### config.mk
export PLATFORM = sky130hd
export DESIGN_NAME = pid_controller_antiwindup_core
export DESIGN_NICKNAME = d
export VERILOG_FILES = /design/src/hw/rtl/pidaw_pkg.sv /design/src/hw/rtl/pid_controller_antiwindup_core.sv
export SDC_FILE = /design/constraint.sdc
export NUM_CORES = 1
export LEC_CHECK = 0
export ABC_AREA = 1
export BUFFER_PORTS_ARGS = -buffer_cell sky130_fd_sc_hd__buf_2
export CAP_MARGIN = 0
export CORE_MARGIN = 8
export CORE_UTILIZATION = 35
export CTS_BUF_LIST = sky130_fd_sc_hd__clkbuf_2
export DETAILED_ROUTE_END_ITERATION = 12
export PLACE_DENSITY = 0.56
export SLEW_MARGIN = 20
export SYNTH_ARGS = -nofsm -noshare
export SYNTH_HDL_FRONTEND = slang
export SYNTH_SLANG_ARGS = --single-unit
export TNS_END_PERCENT = 50
### constraint.sdc
create_clock -name clk -period 10.57 [get_ports clk]
set_clock_uncertainty 0.05 [all_clocks]
set_input_delay 1.057 -clock clk [delete_from_list [all_inputs] [get_ports clk]]
set_output_delay 1.057 -clock clk [all_outputs]
set_load 0.02 [all_outputs]
### src/hw/rtl/pidaw_pkg.sv
package pidaw_pkg;

	localparam int DATA_W  = 16;
	localparam int ERR_W   = DATA_W + 1;
	localparam int GAIN_W  = 24;
	localparam int INTEG_W = 32;
	localparam int INC_W   = 29;
	localparam int PROD_W  = 60;
	localparam int SUM_W   = 52;
	localparam int CNT_W   = 5;
	localparam int IDX_W   = 3;

	localparam logic [IDX_W-1:0] REG_GAIN_P     = 3'd0;
	localparam logic [IDX_W-1:0] REG_GAIN_I     = 3'd1;
	localparam logic [IDX_W-1:0] REG_GAIN_D     = 3'd2;
	localparam logic [IDX_W-1:0] REG_STEP_TIME  = 3'd3;
	localparam logic [IDX_W-1:0] REG_INV_STEP   = 3'd4;
	localparam logic [IDX_W-1:0] REG_UNWIND     = 3'd5;
	localparam logic [IDX_W-1:0] REG_OUT_MIN    = 3'd6;
	localparam logic [IDX_W-1:0] REG_OUT_MAX    = 3'd7;

	localparam logic signed [15:0] UNWIND_CLEAR = -16'sd4096;

endpackage

### src/hw/rtl/pid_controller_antiwindup_core.sv
// PID controller step with a saturating Q16.16 integral and anti-windup. Each item
// carries a command bit, a Q8.8 setpoint and a Q8.8 measurement; exactly one result
// (a Q8.8 drive value clamped to out_min/out_max plus a clamp flag) comes back per
// item. A command of one clears the integral and the stored error and returns zero.
// All products are formed by a single shift-add multiplier that consumes one bit of
// its multiplier operand per cycle. A control item's result is loaded into the
// output register after the increment, proportional, integral and both derivative
// multiplies, plus the anti-windup scaling multiply when that runs.
// A reset-command item skips the multiplies and goes straight to the output state.
// The input reopens in the cycle the result is loaded, and the next item may enter
// while the previous result still waits in the output register. A result that finds
// the output register still occupied holds the sequencer until that register frees up.
// Configuration registers are written through cfg_we/cfg_index/cfg_data and must
// only be changed while no item is in progress.
module pid_controller_antiwindup_core
	import pidaw_pkg::*;
(
	input  logic                     clk,
	input  logic                     arst_n,
	input  logic                     in_valid,
	output logic                     in_stall,
	input  logic                     command,
	input  logic signed [DATA_W-1:0] target,
	input  logic signed [DATA_W-1:0] measured,
	output logic                     out_valid,
	input  logic                     out_stall,
	output logic signed [DATA_W-1:0] drive,
	output logic                     clamped,
	input  logic                     cfg_we,
	input  logic [IDX_W-1:0]         cfg_index,
	input  logic [GAIN_W-1:0]        cfg_data
);

	// Sequencer states. Each multiply state loads the shared multiplier (all but S_INC
	// and S_P consuming the previous product), then steps it one bit per cycle.
	localparam logic [3:0] S_IDLE = 4'd0;
	localparam logic [3:0] S_INC  = 4'd1;
	localparam logic [3:0] S_UF   = 4'd2;
	localparam logic [3:0] S_UFX  = 4'd3;
	localparam logic [3:0] S_INT  = 4'd4;
	localparam logic [3:0] S_P    = 4'd5;
	localparam logic [3:0] S_I    = 4'd6;
	localparam logic [3:0] S_DV   = 4'd7;
	localparam logic [3:0] S_D    = 4'd8;
	localparam logic [3:0] S_SUM  = 4'd9;
	localparam logic [3:0] S_OUT  = 4'd10;

	// Configuration registers.
	logic signed [GAIN_W-1:0] gain_p_q, gain_i_q, gain_d_q;
	logic [15:0]              step_time_q, inv_step_q;
	logic signed [15:0]       unwind_q, out_min_q, out_max_q;

	// Controller state and sequencer.
	logic [3:0]                state_q;
	logic                      run_q;
	logic                      cmd_q;
	logic signed [ERR_W-1:0]   err_q, last_q;
	logic signed [INTEG_W-1:0] integ_q;
	logic signed [INC_W-1:0]   inc_q;
	logic signed [SUM_W-1:0]   total_q;

	// Shared serial multiplier: the multiplicand shifts left, the multiplier
	// shifts right, and the accumulator adds the multiplicand when the low bit
	// is set. For a signed multiplier the sign bit carries negative weight.
	logic signed [PROD_W-1:0] mc_q, acc_q, acc_nx;
	logic [GAIN_W-1:0]        mp_q;
	logic                     mp_sgn_q;
	logic [CNT_W-1:0]         cnt_q;
	logic                     mul_sub;

	logic                      out_valid_q, clamped_q, out_free, out_load;
	logic signed [DATA_W-1:0]  drive_q;

	logic signed [24:0]        inc_raw;
	logic                      windup;
	logic signed [33:0]        integ_sum;
	logic signed [17:0]        err_diff;
	logic signed [35:0]        raw, omax_ext, omin_ext;

	assign mul_sub = mp_q[0] && mp_sgn_q && (cnt_q == '0);
	assign acc_nx  = mp_q[0] ? (mul_sub ? acc_q - mc_q : acc_q + mc_q) : acc_q;

	// The increment is error times dt, shifted down by eight.
	assign inc_raw = acc_q[32:8];

	// Anti-windup applies when error and integral are nonzero with opposite signs.
	assign windup = (err_q > 0 && integ_q < 0) || (err_q < 0 && integ_q > 0);

	assign integ_sum = {{2{integ_q[INTEG_W-1]}}, integ_q} + {{5{inc_q[INC_W-1]}}, inc_q};
	assign err_diff  = {err_q[ERR_W-1], err_q} - {last_q[ERR_W-1], last_q};

	assign raw      = total_q[SUM_W-1:16];
	assign omax_ext = {{20{out_max_q[15]}}, out_max_q};
	assign omin_ext = {{20{out_min_q[15]}}, out_min_q};

	// The output register is free when empty or when its item leaves this cycle.
	assign out_free = !out_valid_q || !out_stall;
	assign out_load = (state_q == S_OUT) && !run_q && out_free;

	assign in_stall  = (state_q != S_IDLE);
	assign out_valid = out_valid_q;
	assign drive     = drive_q;
	assign clamped   = clamped_q;

	always_ff @(posedge clk or negedge arst_n) begin
		if (!arst_n) begin
			gain_p_q    <= '0;
			gain_i_q    <= '0;
			gain_d_q    <= '0;
			step_time_q <= 16'd655;
			inv_step_q  <= 16'd25600;
			unwind_q    <= 16'sd4096;
			out_min_q   <= -16'sd32768;
			out_max_q   <= 16'sd32767;
			state_q     <= S_IDLE;
			run_q       <= 1'b0;
			cmd_q       <= 1'b0;
			err_q       <= '0;
			last_q      <= '0;
			integ_q     <= '0;
			inc_q       <= '0;
			total_q     <= '0;
			mc_q        <= '0;
			acc_q       <= '0;
			mp_q        <= '0;
			mp_sgn_q    <= 1'b0;
			cnt_q       <= '0;
			out_valid_q <= 1'b0;
			clamped_q   <= 1'b0;
			drive_q     <= '0;
		end else begin
			if (cfg_we) begin
				unique case (cfg_index)
					REG_GAIN_P:    gain_p_q    <= cfg_data;
					REG_GAIN_I:    gain_i_q    <= cfg_data;
					REG_GAIN_D:    gain_d_q    <= cfg_data;
					REG_STEP_TIME: step_time_q <= cfg_data[15:0];
					REG_INV_STEP:  inv_step_q  <= cfg_data[15:0];
					REG_UNWIND:    unwind_q    <= cfg_data[15:0];
					REG_OUT_MIN:   out_min_q   <= cfg_data[15:0];
					REG_OUT_MAX:   out_max_q   <= cfg_data[15:0];
					default: ;
				endcase
			end

			// A new result takes the register; otherwise a departing one empties it.
			if (out_load) begin
				out_valid_q <= 1'b1;
			end else if (out_valid_q && !out_stall) begin
				out_valid_q <= 1'b0;
			end

			if (run_q) begin
				acc_q <= acc_nx;
				mc_q  <= mc_q <<< 1;
				mp_q  <= mp_q >> 1;
				cnt_q <= cnt_q - 1'b1;
				if (cnt_q == '0) begin
					run_q <= 1'b0;
					unique case (state_q)
						S_INC:   state_q <= S_UF;
						S_UF:    state_q <= S_UFX;
						S_P:     state_q <= S_I;
						S_I:     state_q <= S_DV;
						S_DV:    state_q <= S_D;
						S_D:     state_q <= S_SUM;
						default: state_q <= S_IDLE;
					endcase
				end
			end else begin
				unique case (state_q)
					S_IDLE: begin
						if (in_valid) begin
							err_q   <= {target[DATA_W-1], target}
								- {measured[DATA_W-1], measured};
							cmd_q   <= command;
							state_q <= command ? S_OUT : S_INC;
						end
					end
					S_INC: begin
						mc_q     <= {{(PROD_W-ERR_W){err_q[ERR_W-1]}}, err_q};
						mp_q     <= {8'd0, step_time_q};
						mp_sgn_q <= 1'b0;
						cnt_q    <= 5'd15;
						acc_q    <= '0;
						run_q    <= 1'b1;
					end
					S_UF: begin
						if (!windup) begin
							inc_q   <= {{4{inc_raw[24]}}, inc_raw};
							state_q <= S_INT;
						end else if (unwind_q == UNWIND_CLEAR) begin
							integ_q <= '0;
							inc_q   <= '0;
							state_q <= S_INT;
						end else begin
							mc_q     <= {{35{inc_raw[24]}}, inc_raw};
							mp_q     <= {{8{unwind_q[15]}}, unwind_q};
							mp_sgn_q <= 1'b1;
							cnt_q    <= 5'd15;
							acc_q    <= '0;
							run_q    <= 1'b1;
						end
					end
					S_UFX: begin
						inc_q   <= acc_q[40:12];
						state_q <= S_INT;
					end
					S_INT: begin
						// Saturate the updated integral to its signed range.
						if (integ_sum[33:31] == 3'b000 || integ_sum[33:31] == 3'b111) begin
							integ_q <= integ_sum[INTEG_W-1:0];
						end else if (integ_sum[33]) begin
							integ_q <= {1'b1, {(INTEG_W-1){1'b0}}};
						end else begin
							integ_q <= {1'b0, {(INTEG_W-1){1'b1}}};
						end
						state_q <= S_P;
					end
					S_P: begin
						mc_q     <= {{(PROD_W-ERR_W){err_q[ERR_W-1]}}, err_q};
						mp_q     <= gain_p_q;
						mp_sgn_q <= 1'b1;
						cnt_q    <= 5'd23;
						acc_q    <= '0;
						run_q    <= 1'b1;
					end
					S_I: begin
						total_q  <= acc_q[SUM_W-1:0];
						mc_q     <= {{(PROD_W-INTEG_W){integ_q[INTEG_W-1]}}, integ_q};
						mp_q     <= gain_i_q;
						mp_sgn_q <= 1'b1;
						cnt_q    <= 5'd23;
						acc_q    <= '0;
						run_q    <= 1'b1;
					end
					S_DV: begin
						total_q  <= total_q + acc_q[PROD_W-1:8];
						mc_q     <= {{42{err_diff[17]}}, err_diff};
						mp_q     <= {8'd0, inv_step_q};
						mp_sgn_q <= 1'b0;
						cnt_q    <= 5'd15;
						acc_q    <= '0;
						run_q    <= 1'b1;
					end
					S_D: begin
						mc_q     <= {{26{acc_q[33]}}, acc_q[33:0]};
						mp_q     <= gain_d_q;
						mp_sgn_q <= 1'b1;
						cnt_q    <= 5'd23;
						acc_q    <= '0;
						run_q    <= 1'b1;
					end
					S_SUM: begin
						total_q <= total_q + acc_q[PROD_W-1:8];
						state_q <= S_OUT;
					end
					S_OUT: begin
						if (out_free) begin
							if (cmd_q) begin
								drive_q   <= '0;
								clamped_q <= 1'b0;
								integ_q   <= '0;
								last_q    <= '0;
							end else begin
								// When the limits cross, a value above out_max and below out_min takes out_max.
								if (raw > omax_ext) begin
									drive_q   <= out_max_q;
									clamped_q <= 1'b1;
								end else if (raw < omin_ext) begin
									drive_q   <= out_min_q;
									clamped_q <= 1'b1;
								end else begin
									drive_q   <= raw[DATA_W-1:0];
									clamped_q <= 1'b0;
								end
								last_q <= err_q;
							end
							state_q <= S_IDLE;
						end
					end
					default: state_q <= S_IDLE;
				endcase
			end
		end
	end

endmodule

==> results.toml <==
[status]
status = "finished, final reports clean"

[sta]
fin_setup_tns_ns = 0
worst_slack_ns = 5.80
min_period_ns = 4.77
fin_crit_sh_pct = 45.1
slew_violations = 0
setup_viol = 0
rsz0062_at_grt = "false"
tightest_slew_ns = 1.15
hold_viol_final = 0
max_slew_margin_pct = 23.1
max_freq_mhz = 210

[synthesis]
synth_edf_count = 0
synth-seq-area-share_pct = 31.9
syn_nets = 5960
ys_ff_latch = 473
syn_avg_cell_area_sq_um = 6.59
synth_area_sq_mm = 0.0372
synth_area_leader_cell = "dfrtp_1"
yosysMostFrequentCell = "nand2_1"
synth.area.top_cells = "dfrtp_1, nand2_1, ha_1, o21ai_0, inv_1"
postSynthCellCount = 5641
synth_common_cells = "nand2_1, inv_1, nor2_1, o21ai_0, nand3_1"
ys.flop_type = "dfrtp_1"
async_flop_share_pct = 100
yosysUniqueCellTypes = 55
yosys_warnings = 0
yosysTopAreaCellShare_pct = 30.1

[layout]
fin_nets = 6106
fillCellCount = 11569
fin_area_sq_mm = 0.0409
syn2layout_area_growth_pct = 9.90
utilization_pct = 38.8
drive_gt1_share_pct = 7.36

[die]
core-area_sq_mm = 0.105
floorplan.initialDensity_pct = 35.3
die_x_um = 342
io_pins = 84
rows = 119
die_area_sq_mm = 0.117
die_h_um = 342

[detailed_routing]
drt-pass1-iter-count = 6
drt-initial-drc-count = 3488
routed-via-count = 39244
wl_per_cell_um = 22.1
vias_per_cell = 5.38
drc = 0
wirelength_um = 161000
drtAntennaViolNets = 0

[global_routing]
grt_max_degree = 153
first_global_vias = 38147
grt_pass1_wl_um = 240000
grt-ovfl-total = 0
gr-usage-all-layers_pct = 26.9
antenna_found_initial = 11

[setup_path]
crit_required_ns = 11.91
endpoint_kind = "flip-flop"
worstSetupPathType = "reg2reg"
reg2reg_from = "cnt_q[0]$_DFFE_PN0P_"
reg2reg_depth = 23
critPathLaunchType = "flip-flop"
arrival_ns = 6.11
r2r_end = "acc_q[42]$_DFFE_PN0P_"
rrSetupSlack_ns = 5.80
timing.critical_path.fanout_max = 15

[placed_design]
placed_cell_area_sq_mm = 0.0390
dp_hpwl_um = 125000
gp_congestion = 1.02
dpl_worst_slack_ns = 5.74
port-buffer-count = 83

[cts]
cts_max_level = 4
cts_sinks = 473
cts_root_buffer = "clkbuf_2"
hold_buffers = 51
clk_pin_slew_worst_paths_ns = 0.11
cts_made_buffers = 144
cts_max_path_buffers = 3
cts_resized = 0
insertion_delay_ns = 1.49
cts_tree = "built"
postCtsSetupRepairBufs = 0

[min_path]
whs_path_depth = 6
holdPathEnd = "err_q[8]$_DFFE_PN0P_"
min_path_type = "in2reg"
hp-start = "measured[8]"

[pwr]
total_power_mw = 12.1
p_leak_nw = 20.4
power.density_mw_per_mm2 = 296
ir_drop_uv = 112

[flow_run]
cap_viol_max_count = 0
==> worst max path at each step <==
stage / startpoint / endpoint / slack (ns) / depth (start not counted)
CTS: cnt_q[0]$_DFFE_PN0P_ / acc_q[42]$_DFFE_PN0P_ / 5.80 / 23
global route: cnt_q[0]$_DFFE_PN0P_ / acc_q[42]$_DFFE_PN0P_ / 5.41 / 23
floorplan: cnt_q[0]$_DFFE_PN0P_ / acc_q[54]$_DFFE_PN0P_ / 7.05 / 24
detailed placement: cnt_q[0]$_DFFE_PN0P_ / acc_q[42]$_DFFE_PN0P_ / 5.74 / 23
global placement: cnt_q[0]$_DFFE_PN0P_ / acc_q[42]$_DFFE_PN0P_ / 5.77 / 23
finish: cnt_q[0]$_DFFE_PN0P_ / acc_q[42]$_DFFE_PN0P_ / 5.80 / 23
==> flip-flops by register name (all words and copies together), names as in the netlist, 17 cells and up <==
name      count
last_q       17
gain_i_q     24
total_q      52
acc_q        60
mp_q         24
inc_q        29
gain_d_q     24
err_q        17
integ_q      32
gain_p_q     24
mc_q         60
==> metal layers <==
metal / global-route usage (%) / share of wire [%] / vias up
li1: - / - / 19012
met1: 34.4 / 43 / 18493
met2: 44.5 / 46 / 1404
met3: 4.33 / 6.5 / 327
met4: 11.8 / 4.5 / 8
met5: 0 / 0.032 / -
==> where the power goes <==
part,internal (mW),switching (mW)
sequential,2.41,0.890
combinational,2.24,5.07
clock,0.552,0.941
==> cell type report <==
class | instances | area (sq um) | share of cell area, %
Multi-Input combinational cell | 4316 | 22100 | 54.0
Sequential cell | 473 | 11900 | 29.0
Clock buffer | 197 | 986 | 2.41
Antenna cell | 10 | 25.0 | 0.0612
Timing Repair Buffer | 178 | 1310 | 3.20
Inverter | 674 | 2530 | 6.19
Clock inverter | 58 | 323 | 0.790
Tap cell | 1391 | 1740 | 4.26
==> cell usage in the layout, fill, tap and decap left out, types with 29 or more instances in the layout <==
cell type / instances
a21oi_1: 366
o22ai_1: 56
dlygate4sd3_1: 50
a22oi_1: 29
nand4_1: 78
nor3_1: 54
nor2_1: 562
o21ai_0: 551
nand2_1: 1567
nand3_1: 466
dfrtp_1: 446
inv_1: 660
xnor2_1: 36
clkinv_1: 35
xor2_1: 71
buf_4: 42
clkbuf_2: 197
buf_2: 82
ha_1: 249
==> metrics by stage <==
stage                     instances  hold WS [ns]
after floorplan                5641         0.394
after global placement         6980         0.408
after detailed placement       6981         0.412
after CTS                      7287       0.00335
after global routing           7292        0.0973
final                          7297         0.189
==> cells by family after synthesis <==
family	share of synthesized area (%)
AO/OA/AOI/OAI	16.8
XOR/XNOR	2.52
adder cells (fa/ha/maj)	8.65
buffers and inverters	8.84
flip-flops	31.9
AND/OR/NAND/NOR	31.2
==> critical path: stages, from the launching register on <==
cell and delay [ns]:
dfrtp_1 0.36, inv_1 0.13, ha_1 0.19, nand3_1 0.11
nor2_1 0.11, buf_4 0.25, inv_1 0.24, nand2_1 0.11
o21ai_0 0.16, fa_1 0.48, inv_1 0.16, nand2_1 0.10
o21ai_0 0.80, nand2_1 0.10, nand2_1 0.28, nand2_1 0.08
nand2_1 0.15, nand3_1 0.11, nand2_1 0.24, nand3_1 0.19
nand2_1 0.09, nand2_1 0.06, nand3_1 0.11, nand2_1 0.08
Power figures use the tool's default switching activity.
